[src/rtl/bcrush_pkg.sv]
// bcrush_pkg: shared types, constants and arithmetic helpers for the bitcrusher
// used by bitcrusher_with_filters_and_mix and its bench, no dependencies
`timescale 1ns / 1ps

package bcrush_pkg;

  // sizes
  localparam int CHANNELS          = 8;
  localparam int FILTERED_CHANNELS = 2;
  localparam int SAMPLE_BITS       = 16;
  localparam int DELAY_BITS        = SAMPLE_BITS + 8;
  localparam int CH_W              = 3;
  localparam int CH_AW             = (CHANNELS > 1) ? $clog2(CHANNELS) : 1;
  localparam int FILT_AW           = (FILTERED_CHANNELS > 1) ? $clog2(FILTERED_CHANNELS) : 1;
  localparam int HOLD_W            = 8;
  localparam int COEF_W            = 20;
  localparam int COEF_FRAC         = 18;
  localparam int MIX_W             = 13;
  localparam int MUL_A_W           = 25;
  localparam int MUL_B_W           = 26;
  localparam int PROD_W            = MUL_A_W + MUL_B_W;
  localparam int ACC_W             = PROD_W + 1;
  localparam int CFG_W             = 60;
  localparam int CFG_IDX_W         = 3;

  // channel store entry and filter store entry widths
  localparam int CH_MEM_W   = HOLD_W + SAMPLE_BITS;
  localparam int FILT_MEM_W = 4 * DELAY_BITS;

  // register fields
  localparam int SCALE_W = 25;
  localparam int STEP_W  = 24;
  localparam int FB_W    = 40;

  localparam logic [MIX_W-1:0] MIX_ONE = MIX_W'(4096);

  // register indexes
  localparam logic [CFG_IDX_W-1:0] REG_QUANT_SCALE = 3'd0;
  localparam logic [CFG_IDX_W-1:0] REG_QUANT_STEP  = 3'd1;
  localparam logic [CFG_IDX_W-1:0] REG_HOLD_PERIOD = 3'd2;
  localparam logic [CFG_IDX_W-1:0] REG_MIX_LEVEL   = 3'd3;
  localparam logic [CFG_IDX_W-1:0] REG_HP_FORWARD  = 3'd4;
  localparam logic [CFG_IDX_W-1:0] REG_HP_FEEDBACK = 3'd5;
  localparam logic [CFG_IDX_W-1:0] REG_LP_FORWARD  = 3'd6;
  localparam logic [CFG_IDX_W-1:0] REG_LP_FEEDBACK = 3'd7;

  // register reset values
  localparam logic [SCALE_W-1:0] SCALE_RST  = SCALE_W'(16777216);
  localparam logic [STEP_W-1:0]  STEP_RST   = STEP_W'(256);
  localparam logic [HOLD_W-1:0]  PERIOD_RST = HOLD_W'(1);
  localparam logic [CFG_W-1:0]   FWD_RST    = CFG_W'(262144);

  typedef struct packed {
    logic signed [SAMPLE_BITS-1:0] sample_in;
    logic [CH_W-1:0]               channel_in;
  } in_item_t;

  typedef struct packed {
    logic signed [SAMPLE_BITS-1:0] sample_out;
    logic [CH_W-1:0]               channel_out;
  } out_item_t;

  // round half away from zero, then arithmetic shift right
  function automatic logic signed [ACC_W-1:0] rnd_shift(input logic signed [ACC_W-1:0] v,
                                                        input int unsigned sh);
    logic [ACC_W-1:0] mag;
    logic [ACC_W-1:0] half;
    logic [ACC_W-1:0] r;
    half = ACC_W'(1) << (sh - 1);
    mag  = v[ACC_W-1] ? ACC_W'(-v) : ACC_W'(v);
    r    = (mag + half) >> sh;
    return v[ACC_W-1] ? signed'(-r) : signed'(r);
  endfunction

  // saturate to the sample width
  function automatic logic signed [SAMPLE_BITS-1:0] sat_sample(input logic signed [ACC_W-1:0] v);
    logic signed [ACC_W-1:0] hi;
    logic signed [ACC_W-1:0] lo;
    hi = signed'((ACC_W'(1) << (SAMPLE_BITS - 1)) - ACC_W'(1));
    lo = -hi - ACC_W'(1);
    if (v > hi) return hi[SAMPLE_BITS-1:0];
    if (v < lo) return lo[SAMPLE_BITS-1:0];
    return v[SAMPLE_BITS-1:0];
  endfunction

  // saturate to the filter delay width
  function automatic logic signed [DELAY_BITS-1:0] sat_delay(input logic signed [ACC_W-1:0] v);
    logic signed [ACC_W-1:0] hi;
    logic signed [ACC_W-1:0] lo;
    hi = signed'((ACC_W'(1) << (DELAY_BITS - 1)) - ACC_W'(1));
    lo = -hi - ACC_W'(1);
    if (v > hi) return hi[DELAY_BITS-1:0];
    if (v < lo) return lo[DELAY_BITS-1:0];
    return v[DELAY_BITS-1:0];
  endfunction

  // signed Q2.18 coefficient widened to the multiplier port
  function automatic logic signed [MUL_A_W-1:0] coef_ext(input logic [COEF_W-1:0] c);
    return MUL_A_W'(signed'(c));
  endfunction

endpackage

[src/rtl/bitcrusher_with_filters_and_mix.sv]
// bitcrusher_with_filters_and_mix: sample-and-hold quantizer, biquads, dry/wet mix
// depends on bcrush_pkg and bcrush_ram
`timescale 1ns / 1ps
//
//  channel  | signals                        | direction
//  ---------+--------------------------------+----------
//  input    | in_valid, in_stall, in_data    | in
//  output   | out_valid, out_stall, out_data | out
//  config   | cfg_write, cfg_index, cfg_data | in
//
// One item at a time: the mix steps when the channel holds, the quantizer steps first when it
// captures, plus on filtered channels two biquads of 7 steps on the single shared multiplier.
// Per-channel state lives in two RAMs with registered reads; valid bits make
// unwritten entries read as zero after reset, so there is no clearing pass.
// A stalled output holds the sequencer in its final step; input is stalled until then.

module bitcrusher_with_filters_and_mix (
  input  logic                                    clk,
  input  logic                                    rst,
  input  logic                                    in_valid,
  output logic                                    in_stall,
  input  bcrush_pkg::in_item_t                    in_data,
  output logic                                    out_valid,
  input  logic                                    out_stall,
  output bcrush_pkg::out_item_t                   out_data,
  input  logic                                    cfg_write,
  input  logic [bcrush_pkg::CFG_IDX_W-1:0]        cfg_index,
  input  logic [bcrush_pkg::CFG_W-1:0]            cfg_data
);

  localparam int SW = bcrush_pkg::SAMPLE_BITS;
  localparam int DW = bcrush_pkg::DELAY_BITS;
  localparam int AW = bcrush_pkg::ACC_W;

  // sequencer codes
  localparam logic [4:0] S_IDLE = 5'd0;
  localparam logic [4:0] S_READ = 5'd1;
  localparam logic [4:0] S_Q1   = 5'd2;
  localparam logic [4:0] S_Q2   = 5'd3;
  localparam logic [4:0] S_Q3   = 5'd4;
  localparam logic [4:0] S_Q4   = 5'd5;
  localparam logic [4:0] S_B0   = 5'd6;
  localparam logic [4:0] S_B1   = 5'd7;
  localparam logic [4:0] S_B2   = 5'd8;
  localparam logic [4:0] S_B3   = 5'd9;
  localparam logic [4:0] S_B4   = 5'd10;
  localparam logic [4:0] S_B5   = 5'd11;
  localparam logic [4:0] S_B6   = 5'd12;
  localparam logic [4:0] S_M0   = 5'd13;
  localparam logic [4:0] S_M1   = 5'd14;
  localparam logic [4:0] S_M2   = 5'd15;
  localparam logic [4:0] S_M3   = 5'd16;

  // configuration registers
  logic [bcrush_pkg::SCALE_W-1:0] quant_scale;
  logic [bcrush_pkg::STEP_W-1:0]  quant_step;
  logic [bcrush_pkg::HOLD_W-1:0]  hold_period;
  logic [bcrush_pkg::MIX_W-1:0]   mix_level;
  logic [bcrush_pkg::CFG_W-1:0]   hp_forward;
  logic [bcrush_pkg::FB_W-1:0]    hp_feedback;
  logic [bcrush_pkg::CFG_W-1:0]   lp_forward;
  logic [bcrush_pkg::FB_W-1:0]    lp_feedback;

  always_ff @(posedge clk) begin
    if (rst) begin
      quant_scale <= bcrush_pkg::SCALE_RST;
      quant_step  <= bcrush_pkg::STEP_RST;
      hold_period <= bcrush_pkg::PERIOD_RST;
      mix_level   <= bcrush_pkg::MIX_ONE;
      hp_forward  <= bcrush_pkg::FWD_RST;
      hp_feedback <= '0;
      lp_forward  <= bcrush_pkg::FWD_RST;
      lp_feedback <= '0;
    end else if (cfg_write) begin
      case (cfg_index)
        bcrush_pkg::REG_QUANT_SCALE: quant_scale <= cfg_data[bcrush_pkg::SCALE_W-1:0];
        bcrush_pkg::REG_QUANT_STEP:  quant_step  <= cfg_data[bcrush_pkg::STEP_W-1:0];
        bcrush_pkg::REG_HOLD_PERIOD: hold_period <= cfg_data[bcrush_pkg::HOLD_W-1:0];
        bcrush_pkg::REG_MIX_LEVEL:   mix_level   <= cfg_data[bcrush_pkg::MIX_W-1:0];
        bcrush_pkg::REG_HP_FORWARD:  hp_forward  <= cfg_data;
        bcrush_pkg::REG_HP_FEEDBACK: hp_feedback <= cfg_data[bcrush_pkg::FB_W-1:0];
        bcrush_pkg::REG_LP_FORWARD:  lp_forward  <= cfg_data;
        bcrush_pkg::REG_LP_FEEDBACK: lp_feedback <= cfg_data[bcrush_pkg::FB_W-1:0];
        default: ;
      endcase
    end
  end

  // working registers
  logic [4:0]                           state;
  logic signed [SW-1:0]                 dry;
  logic [bcrush_pkg::CH_W-1:0]          chan;
  logic                                 bypass;
  logic                                 filtered;
  logic                                 lp_stage;
  logic [bcrush_pkg::HOLD_W-1:0]        hold_cnt;
  logic signed [SW-1:0]                 held;
  logic signed [bcrush_pkg::MUL_A_W-1:0] lv;
  logic signed [DW-1:0]                 x_reg;
  logic signed [DW-1:0]                 y_reg;
  logic signed [DW-1:0]                 hp_d1, hp_d2, lp_d1, lp_d2;
  logic signed [AW-1:0]                 acc, acc2;
  logic signed [bcrush_pkg::PROD_W-1:0] prod;
  logic signed [bcrush_pkg::MUL_A_W-1:0] mul_a;
  logic signed [bcrush_pkg::MUL_B_W-1:0] mul_b;
  logic [bcrush_pkg::CHANNELS-1:0]          ch_vld;
  logic [bcrush_pkg::FILTERED_CHANNELS-1:0] filt_vld;

  // memory ports
  logic [bcrush_pkg::CH_AW-1:0]      ch_addr;
  logic [bcrush_pkg::FILT_AW-1:0]    filt_addr;
  logic [bcrush_pkg::CH_MEM_W-1:0]   ch_rdata;
  logic [bcrush_pkg::FILT_MEM_W-1:0] filt_rdata;
  logic                              mem_we;
  logic                              out_free;

  logic [bcrush_pkg::CH_W-1:0] ch_sel;
  logic [bcrush_pkg::MIX_W-1:0] mix_sat;
  logic signed [AW-1:0]          prod_ext;
  logic signed [AW-1:0]          d1_ext, d2_ext;
  logic [bcrush_pkg::CFG_W-1:0]  fwd_sel;
  logic [bcrush_pkg::FB_W-1:0]   fb_sel;
  logic                          read_hit;
  logic [bcrush_pkg::HOLD_W-1:0] rd_hold;
  logic signed [SW-1:0]          rd_held;
  logic [bcrush_pkg::FILT_MEM_W-1:0] rd_filt;
  logic signed [SW-1:0]          new_held;

  assign in_stall = (state != S_IDLE);
  assign out_free = !out_valid || !out_stall;
  assign ch_sel   = (state == S_IDLE) ? in_data.channel_in : chan;
  assign ch_addr  = ch_sel[bcrush_pkg::CH_AW-1:0];
  assign filt_addr = ch_sel[bcrush_pkg::FILT_AW-1:0];
  assign mem_we   = (state == S_M3) && out_free && !bypass;
  assign mix_sat  = (mix_level > bcrush_pkg::MIX_ONE) ? bcrush_pkg::MIX_ONE : mix_level;
  assign prod_ext = AW'(prod);
  assign fwd_sel  = lp_stage ? lp_forward : hp_forward;
  assign fb_sel   = lp_stage ? lp_feedback : hp_feedback;
  assign d1_ext   = AW'(lp_stage ? lp_d1 : hp_d1) <<< bcrush_pkg::COEF_FRAC;
  assign d2_ext   = AW'(lp_stage ? lp_d2 : hp_d2) <<< bcrush_pkg::COEF_FRAC;

  // unwritten entries read as zero
  assign read_hit = ch_vld[chan[bcrush_pkg::CH_AW-1:0]];
  assign rd_hold  = read_hit ? ch_rdata[bcrush_pkg::CH_MEM_W-1:SW] : '0;
  assign rd_held  = read_hit ? signed'(ch_rdata[SW-1:0]) : '0;
  assign rd_filt  = filt_vld[chan[bcrush_pkg::FILT_AW-1:0]] ? filt_rdata : '0;
  assign new_held = bcrush_pkg::sat_sample(bcrush_pkg::rnd_shift(prod_ext, 25 - SW));

  bcrush_ram #(
    .WIDTH (bcrush_pkg::CH_MEM_W),
    .DEPTH (bcrush_pkg::CHANNELS)
  ) u_ch_ram (
    .clk   (clk),
    .we    (mem_we),
    .waddr (chan[bcrush_pkg::CH_AW-1:0]),
    .wdata ({hold_cnt, held}),
    .raddr (ch_addr),
    .rdata (ch_rdata)
  );

  bcrush_ram #(
    .WIDTH (bcrush_pkg::FILT_MEM_W),
    .DEPTH (bcrush_pkg::FILTERED_CHANNELS)
  ) u_filt_ram (
    .clk   (clk),
    .we    (mem_we && filtered),
    .waddr (chan[bcrush_pkg::FILT_AW-1:0]),
    .wdata ({lp_d2, lp_d1, hp_d2, hp_d1}),
    .raddr (filt_addr),
    .rdata (filt_rdata)
  );

  // multiplier operand selection
  always_comb begin
    mul_a = '0;
    mul_b = '0;
    case (state)
      S_Q1: begin
        mul_a = bcrush_pkg::MUL_A_W'(dry);
        mul_b = signed'(bcrush_pkg::MUL_B_W'(quant_scale));
      end
      S_Q3: begin
        mul_a = lv;
        mul_b = signed'(bcrush_pkg::MUL_B_W'(quant_step));
      end
      S_B0: begin
        mul_a = bcrush_pkg::coef_ext(fwd_sel[19:0]);
        mul_b = bcrush_pkg::MUL_B_W'(x_reg);
      end
      S_B1: begin
        mul_a = bcrush_pkg::coef_ext(fwd_sel[39:20]);
        mul_b = bcrush_pkg::MUL_B_W'(x_reg);
      end
      S_B2: begin
        mul_a = bcrush_pkg::coef_ext(fwd_sel[59:40]);
        mul_b = bcrush_pkg::MUL_B_W'(x_reg);
      end
      S_B3: begin
        mul_a = bcrush_pkg::coef_ext(fb_sel[19:0]);
        mul_b = bcrush_pkg::MUL_B_W'(y_reg);
      end
      S_B4: begin
        mul_a = bcrush_pkg::coef_ext(fb_sel[39:20]);
        mul_b = bcrush_pkg::MUL_B_W'(y_reg);
      end
      S_M0: begin
        mul_a = bcrush_pkg::MUL_A_W'(dry);
        mul_b = signed'(bcrush_pkg::MUL_B_W'(bcrush_pkg::MIX_ONE - mix_sat));
      end
      S_M1: begin
        mul_a = bcrush_pkg::MUL_A_W'(x_reg);
        mul_b = signed'(bcrush_pkg::MUL_B_W'(mix_sat));
      end
      default: ;
    endcase
  end

  // registered product
  always_ff @(posedge clk) begin
    prod <= mul_a * mul_b;
  end

  // valid bits for the state memories
  always_ff @(posedge clk) begin
    if (rst) begin
      ch_vld   <= '0;
      filt_vld <= '0;
    end else if (mem_we) begin
      ch_vld[chan[bcrush_pkg::CH_AW-1:0]] <= 1'b1;
      if (filtered) begin
        filt_vld[chan[bcrush_pkg::FILT_AW-1:0]] <= 1'b1;
      end
    end
  end

  // sequencer control
  always_ff @(posedge clk) begin
    if (rst) begin
      state     <= S_IDLE;
      out_valid <= 1'b0;
    end else begin
      if (out_valid && !out_stall) begin
        out_valid <= 1'b0;
      end
      case (state)
        S_IDLE: if (in_valid) state <= S_READ;
        S_READ: begin
          if (bypass) state <= S_M3;
          else if (rd_hold == '0) state <= S_Q1;
          else if (filtered) state <= S_B0;
          else state <= S_M0;
        end
        S_Q1: state <= S_Q2;
        S_Q2: state <= S_Q3;
        S_Q3: state <= S_Q4;
        S_Q4: state <= filtered ? S_B0 : S_M0;
        S_B0: state <= S_B1;
        S_B1: state <= S_B2;
        S_B2: state <= S_B3;
        S_B3: state <= S_B4;
        S_B4: state <= S_B5;
        S_B5: state <= S_B6;
        S_B6: state <= lp_stage ? S_M0 : S_B0;
        S_M0: state <= S_M1;
        S_M1: state <= S_M2;
        S_M2: state <= S_M3;
        S_M3: begin
          if (out_free) begin
            state     <= S_IDLE;
            out_valid <= 1'b1;
          end
        end
        default: state <= S_IDLE;
      endcase
    end
  end

  // datapath
  always_ff @(posedge clk) begin
    case (state)
      S_IDLE: begin
        dry      <= in_data.sample_in;
        chan     <= in_data.channel_in;
        bypass   <= !(32'(in_data.channel_in) < bcrush_pkg::CHANNELS);
        filtered <= 32'(in_data.channel_in) < bcrush_pkg::FILTERED_CHANNELS;
        lp_stage <= 1'b0;
      end
      S_READ: begin
        held  <= rd_held;
        x_reg <= DW'(rd_held);
        hp_d1 <= signed'(rd_filt[DW-1:0]);
        hp_d2 <= signed'(rd_filt[2*DW-1:DW]);
        lp_d1 <= signed'(rd_filt[3*DW-1:2*DW]);
        lp_d2 <= signed'(rd_filt[4*DW-1:3*DW]);
        if (rd_hold == '0) begin
          hold_cnt <= (hold_period == '0) ? '0 : hold_period - 1'b1;
        end else begin
          hold_cnt <= rd_hold - 1'b1;
        end
      end
      S_Q2: lv <= bcrush_pkg::MUL_A_W'(bcrush_pkg::rnd_shift(prod_ext, SW + 7));
      S_Q4: begin
        held  <= new_held;
        x_reg <= DW'(new_held);
      end
      // y = b0*x + d1
      S_B1: acc <= prod_ext + d1_ext;
      S_B2: begin
        y_reg <= bcrush_pkg::sat_delay(bcrush_pkg::rnd_shift(acc, bcrush_pkg::COEF_FRAC));
        acc   <= prod_ext + d2_ext;
      end
      S_B3: acc2 <= prod_ext;
      S_B4: acc  <= acc - prod_ext;
      S_B5: begin
        acc2 <= acc2 - prod_ext;
        if (lp_stage) lp_d1 <= bcrush_pkg::sat_delay(bcrush_pkg::rnd_shift(acc, 18));
        else hp_d1 <= bcrush_pkg::sat_delay(bcrush_pkg::rnd_shift(acc, 18));
      end
      S_B6: begin
        if (lp_stage) lp_d2 <= bcrush_pkg::sat_delay(bcrush_pkg::rnd_shift(acc2, 18));
        else hp_d2 <= bcrush_pkg::sat_delay(bcrush_pkg::rnd_shift(acc2, 18));
        x_reg    <= y_reg;
        lp_stage <= 1'b1;
      end
      // dry and wet terms
      S_M1: acc <= prod_ext;
      S_M2: acc <= acc + prod_ext;
      S_M3: begin
        if (out_free) begin
          out_data.channel_out <= chan;
          out_data.sample_out  <= bypass ? dry
                                         : bcrush_pkg::sat_sample(bcrush_pkg::rnd_shift(acc, 12));
        end
      end
      default: ;
    endcase
  end

endmodule

[src/rtl/bcrush_ram.sv]
// bcrush_ram: generic single write, single read RAM with registered read data
// no dependencies
`timescale 1ns / 1ps

module bcrush_ram #(
  parameter int WIDTH = 8,
  parameter int DEPTH = 8
) (
  input  logic                                     clk,
  input  logic                                     we,
  input  logic [((DEPTH > 1) ? $clog2(DEPTH) : 1)-1:0] waddr,
  input  logic [WIDTH-1:0]                         wdata,
  input  logic [((DEPTH > 1) ? $clog2(DEPTH) : 1)-1:0] raddr,
  output logic [WIDTH-1:0]                         rdata
);

  logic [WIDTH-1:0] mem [DEPTH];

  // write port and registered read port
  always_ff @(posedge clk) begin
    if (we) begin
      mem[waddr] <= wdata;
    end
    rdata <= mem[raddr];
  end

endmodule

[config.mk]
export PLATFORM = sky130hd
export DESIGN_NAME = bitcrusher_with_filters_and_mix
export DESIGN_NICKNAME = d
export VERILOG_FILES = /design/src/rtl/bcrush_pkg.sv /design/src/rtl/bitcrusher_with_filters_and_mix.sv /design/src/rtl/bcrush_ram.sv
export SDC_FILE = /design/constraint.sdc
export NUM_CORES = 2
export LEC_CHECK = 0
export ABC_AREA = 1
export ABC_CLOCK_PERIOD_IN_PS = 23900
export BUFFER_PORTS_ARGS = -buffer_cell sky130_fd_sc_hd__buf_2
export CORE_AREA = 2 2 524 526
export CTS_CLUSTER_SIZE = 30
export DETAILED_ROUTE_END_ITERATION = 8
export DIE_AREA = 0 0 526 528
export GPL_ROUTABILITY_DRIVEN = 1
export GPL_TIMING_DRIVEN = 0
export SLEW_MARGIN = 40
export SYNTH_ARGS = -nofsm -noshare
export SYNTH_HDL_FRONTEND = slang
export SYNTH_SLANG_ARGS = --single-unit
export TNS_END_PERCENT = 1
[constraint.sdc]
create_clock -name clk -period 23.9 [get_ports clk]
set_input_delay 2.39 -clock clk [delete_from_list [all_inputs] [get_ports clk]]
set_output_delay 2.39 -clock clk [all_outputs]
set_load 0.05 [all_outputs]
### Yosys cells after proc, flatten, opt, wreduce, memory -nomap -nowiden

Memories as Yosys holds them, arrays and structs flattened. A register that Yosys moved wholly into a read port is not among the register bits.
Index checks and enable logic that the tools add are counted.

* bits in registers: 674
* latch bits: 0
* RAM bits: 384
* ROM bits: 0
* output and inout bits: 21
* word-level logic and storage cells: 251
* memories kept: 2

Memory list
* u_ch_ram.mem: words 8, width 24, read ports 1, clocked after Yosys merged registers in 1, write ports 1, line bcrush_ram.sv:17 `logic [WIDTH-1:0] mem [DEPTH];`
* u_filt_ram.mem: words 2, width 96, read ports 1, clocked after Yosys merged registers in 1, write ports 1, line bcrush_ram.sv:17

* $add $sub $neg: 21
* multiply operators: 1
* divide/modulo/power cells: 0
* order comparisons: 14
* equality and inequality tests: 29
* shift operators: 0
* multiplexer cells: 114
* bitwise gates (word level): 2
* reductions and logical operators: 38

Operator list (count)
* two-way mux 24 bit: 18
* two-way mux 52 bit: 7
* case mux 52 bit (5 select lines): 1
* case mux 25 bit (8 select lines): 1
* case mux 24 bit (2 select lines): 4
* case mux 26 bit (6 select lines): 1
* two-way mux 16 bit: 9
* adder 51 x 52 -> 52 bit: 2
* adder 52 x 18 -> 52 bit (second input constant): 2
* greater-than comparator 52 x 16 -> 1 bit (second input constant): 2
* greater-than comparator 52 x 24 -> 1 bit (second input constant): 2
* less-than comparator 52 x 16 -> 1 bit (second input constant): 2
* less-than comparator 52 x 24 -> 1 bit (second input constant): 2
* negation 34 -> 52 bit: 2
* negation 52 bit: 2
* case mux 52 bit (2 select lines): 1
* subtractor 52 x 51 -> 52 bit: 2
* two-way mux 96 bit: 1
* case mux 5 bit (17 select lines): 1
* case mux 24 bit (3 select lines): 1
* two-way mux 34 bit: 2
* two-way mux 60 bit: 1
* adder 52 x 12 -> 52 bit (second input constant): 1
* adder 52 x 51 -> 52 bit: 1
* other kinds (51): 151

### Depth between registers and ports, before layout

* depth after elaboration: 16
* gate-level depth with buffers: 54
* gate-level depth less buffers: 53

### Modules after synthesis

From an unflattened synthesis, not the netlist that was laid out.

* cell total of the unflattened synthesis: 12889
* area total of the unflattened synthesis: 95429.0 um2

By module, submodules not included
* bitcrusher_with_filters_and_mix: instances 1, cells each 11415, area each 77593.2 um2, seq. area each 16836.1 um2
* bcrush_ram (u_filt_ram): instances 1, cells each 602, area each 8929.8 um2, seq. area each 7687.4 um2
* bcrush_ram (u_ch_ram): instances 1, cells each 872, area each 8906.0 um2, seq. area each 6246.0 um2

### Least setup slack after synthesis

No wires, ideal clock.

* path type: input to register
* from: in out_stall
* to: mem u_filt_ram.mem[0][0] (netlist bit) (enable)
* library setup time: 0.554 ns
* data arrival time: 7.977 ns
* required time: 23.346 ns
* slack: 15.368 ns
* stages on the path: 7
* buffers on the path: 0
* cells stage by stage: nand2_1 -> inv_1 -> nor2_1 -> inv_1 -> nor2_1 -> inv_1 -> nor2_1

* word-level cells in the longest chain between the ends: 6

Ends and longest elaborated chain
* start: declaration: line bitcrusher_with_filters_and_mix.sv:24 `input logic out_stall,`
* logical NOT 1 bit: line bitcrusher_with_filters_and_mix.sv:130 `assign out_free = !out_valid || !out_stall;`
* logical OR 1 bit: line bitcrusher_with_filters_and_mix.sv:130
* logical AND 1 bit: line bitcrusher_with_filters_and_mix.sv:134 `assign mem_we = (state == S_M3) && out_free && !bypass;`
* net mem_we: line bitcrusher_with_filters_and_mix.sv:114 `logic mem_we;`
* logical AND 1 bit: line bitcrusher_with_filters_and_mix.sv:166 `.we (mem_we && filtered),`
* two-way mux 1 bit: line bcrush_ram.sv:21 `if (we) begin`
* two-way mux 1 bit (implied by the code): line bcrush_ram.sv:22 `mem[waddr] <= wdata;`
* end: declaration: line bcrush_ram.sv:17

The timed path passes the listed nets, and every way through them passes these cells.

### Worst setup path in the final report

* from: reg mix_level[2] (netlist bit)
* to: reg prod[49] (netlist bit)

* word-level cells in the longest chain between the ends: 5

Ends and longest elaborated chain
* start: declaration: line bitcrusher_with_filters_and_mix.sv:58 `logic [bcrush_pkg::MIX_W-1:0] mix_level;`
* start signal: assignment: line bitcrusher_with_filters_and_mix.sv:69 `mix_level <= bcrush_pkg::MIX_ONE;`
* start signal: assignment: line bitcrusher_with_filters_and_mix.sv:79 `bcrush_pkg::REG_MIX_LEVEL: mix_level <= cfg_data[bcrush_pkg::MIX_W-1:0];`
* greater-than comparator 13 bit: line bitcrusher_with_filters_and_mix.sv:135 `assign mix_sat = (mix_level > bcrush_pkg::MIX_ONE) ? bcrush_pkg::MIX_ONE : mix_level;`
* two-way mux 13 bit *: line bitcrusher_with_filters_and_mix.sv:135
* subtractor 13 x 13 -> 14 bit: line bitcrusher_with_filters_and_mix.sv:208 `mul_b = signed'(bcrush_pkg::MUL_B_W'(bcrush_pkg::MIX_ONE - mix_sat));`
* case mux 26 bit (6 select lines) *: line bitcrusher_with_filters_and_mix.sv:177 `case (state)`
* multiplier 25 x 26 -> 51 bit *: line bitcrusher_with_filters_and_mix.sv:220 `prod <= mul_a * mul_b;`
* end signal: assignment: line bitcrusher_with_filters_and_mix.sv:220
* end: declaration: line bitcrusher_with_filters_and_mix.sv:103 `logic signed [bcrush_pkg::PROD_W-1:0] prod;`

Mark *: on every way between the ends. The rest lies on a longest branch, timed or not.
A chain may end at the register's enable or synchronous reset.

==> results.cfg <==
[route]
drc_errors = 0
avgRoutedWirePerCell_um = 22.6
firstDrtPassIters = 8
vias_per_cell = 5.28
via_count = 87900
drt-initial-drc-count = 9872
wl_mm = 376
drt.antenna.violating_nets = 0

[floorplan]
ios = 108
start_util_pct = 34.8
std_cell_rows = 192
die_area_sq_um = 278000
die_h_um = 528
die_width_um = 526
core-area_sq_um = 272000

[timing]
skew_ns = 0.0949
slew_viol_final = 0
fin_crit_ns = 11.32
hold_viol_final = 0
fin_crit_sh_pct = 47.4
max_freq_mhz = 88.3
grt_setup_unrepaired = false
slew_headroom_pct = 26.4
worstMarginPinSlew_ns = 1.10
setup_tns_ns = 0
setup_viol = 0

[setup_path]
cp.required_ns = 24.60
r2r_slack_ns = 12.58
slowest_stage = inv_1
reg2reg_from = mix_level[2]
max_stage_delay_ns = 0.62
endpoint_kind = flop
crit_path_frequent_cell = inv_1
critPathKind = reg -> reg
arrival_ns = 12.02
critPathLaunchType = flop
r2r_cells = 44
path_max_fanout = 10
r2r-end = prod[49]

[synth]
netlist_instances = 12700
synth_ff_type = edfxtp_1
syn-num-nets = 13700
netlist_area_sq_um = 94900
synth-seq-cells = 1178
ys_warn_count = 0
postSynthAreaPerCell_sq_um = 7.49
synth_edf_count = 718
yosysUniqueCellTypes = 69
yosysSeqAreaShare_pct = 32.4
synthArstFlopShare_pct = 0

[place]
port_buffers = 102
gp_congestion = 1.06
dp_cells = 16400
hpwl_mm = 305

[grt]
grt_util_all_layers_pct = 26.5
grt.overflow.total = 0
grt_pass1_vias = 82900
grt_max_degree = 34
grt_pass1_wl_mm = 548
antenna_found_initial = 10

[status]
status = finished, final reports clean

[hold_path]
holdPathEnd = u_filt_ram.rdata[35]
hold_start = u_filt_ram.mem[1][35]
whs_path_depth = 2
hp-class = reg -> reg

[flow_run]
maxCapViolCount = 0

[finish]
areaGrowthSynthToFinish_pct = 10.9
fin_nets = 14000
multi_input_area_sq_um = 56300
drive_gt1_share_pct = 6.90
regArea_sq_um = 30800
nFillCells = 28700
reg.largest.list = u_ch_ram.mem (192), u_filt_ram.mem (192), u_filt_ram.rdata (96)
stdcell_count = 16700
final_core_util_pct = 38.6

[power]
p_per_area_nw_per_um2 = 81.0
p_leak_nw = 48.0
peakVddDrop_mv = 0.0628

[clock_network]
cts_sinks = 1178
cts_resized = 0
post_cts_buffers = 0
cts_tree = yes
clock_path_buffers = 3
path_clk_slew_ns = 0.07
root_buffer = clkbuf_16
numCtsBuffers = 119
worstSkewPairLatency_ns = 0.86
cts_hold_buf = 0
ctsHtreeMaxLevel = 3
==> synth_stat cells, types with 112 or more instances <==
master / n / area share, %
dfxtp_1: 460 / 9.7
nand3_1: 737 / 3.9
inv_1: 1669 / 6.6
clkbuf_1: 336 / 1.3
ha_1: 294 / 3.9
xor2_1: 205 / 1.9
nand2_2: 112 / 0.74
nor2_1: 1695 / 6.7
o21ai_0: 695 / 3.7
nand2_1: 3513 / 14
edfxtp_1: 718 / 23
a21oi_1: 396 / 2.1
fa_1: 684 / 14
nand4_1: 140 / 0.92
==> critical path, delay by kind of cell, from the launching register on <==
kind,cells,cell delay [ns]
DFF,1,0.42
adders and majority gates,9,4.20
buffers and inverters,12,2.15
AOI/OAI and AO/OA,8,2.03
xor gates and xnor gates,1,0.24
and+or+nand+nor,14,2.05
==> kinds of logic (layout without fill, tap and decap cells) <==
| logic type | count (synthesis) | in the layout | share of synthesized area (%) |
|---|---|---|---|
| other | 0 | 8 | 0 |
| AOI/OAI and AO/OA | 1508 | 1508 | 8.93 |
| adders and majority gates | 978 | 978 | 18.3 |
| buffers and inverters | 2156 | 2562 | 8.72 |
| muxes | 1 | 1 | 0.0106 |
| xor gates and xnor gates | 272 | 272 | 2.56 |
| and+or+nand+nor | 6573 | 6573 | 29.0 |
| DFF | 1178 | 1178 | 32.4 |
==> cells in the final DEF (no fill, tap or decap), types with 25 or more instances in the layout <==
cell type	instances
nand2_1	3505
nor2_1	1672
inv_1	1663
nand3_1	736
edfxtp_1	718
o21ai_0	694
fa_1	682
dfxtp_1	460
a21oi_1	394
clkbuf_1	323
ha_1	294
xor2_1	205
buf_2	170
nand4_1	140
nand2_2	120
clkbuf_16	119
nor2_2	82
a31oi_1	82
nor3_1	81
xnor2_1	62
o21bai_1	62
buf_1	52
or2_2	48
nor2_4	46
o22ai_1	43
o211ai_1	42
clkinv_1	38
clkbuf_2	37
inv_2	32
nand3_2	30
o21a_1	26
o21ai_1	25
==> power breakdown <==
group | total (mW) | switching, mW | internal, mW
sequential | 2.63 | 0.226 | 2.41
combinational | 3.94 | 2.87 | 1.08
clock | 1.95 | 0.884 | 1.06
==> final cells by class <==
class	instances	area share, %
flip-flops and latches	1178	29.2
multi-input cells	9332	53.5
inverters	1719	6.13
diodes	8	0.0190
repair buffers	179	1.25
plain buffers	437	1.78
clock inverters	74	0.793
clock buffers	153	3.04
well taps	3589	4.27
==> through the flow <==
| stage | area, sq um | hold slack [ns] | total power, mW | setup slack (ns) |
|---|---|---|---|---|
| 2_1_floorplan | 94900 | 0.406 | 4.98 | 15.37 |
| 6_report | 105000 | 0.392 | 8.53 | 12.58 |
| 5_1_grt | 105000 | 0.428 | 8.94 | 12.20 |
| 4_1_cts | 105000 | 0.394 | 8.42 | 12.60 |
| 3_3_place_gp | 99900 | 0.416 | 6.44 | 10.81 |
| 3_5_place_dp | 101000 | 0.418 | 6.47 | 12.67 |
==> per-layer routing <==
metal  vias to the layer above  track usage (%)  share of wire (%)
li1                      40900                -                  -
met4                         2             11.6                4.9
met5                         -                0             0.0027
met2                      4012             39.9                 43
met1                     42200             36.4                 43
met3                       749             5.54                9.7
==> worst max-delay path by stage <==
stage	startpoint	endpoint	slack, ns	cells past startpoint
2_1_floorplan	out_stall	u_filt_ram.mem[0][0]	15.37	7
4_1_cts	state[4]	prod[49]	12.60	35
3_5_place_dp	state[4]	prod[49]	12.67	35
6_report	mix_level[2]	prod[49]	12.58	44
5_1_grt	state[4]	prod[49]	12.20	36
3_3_place_gp	out_stall	u_filt_ram.mem[0][64]	10.81	8
Note: power is estimated with default switching activity, not from simulation.
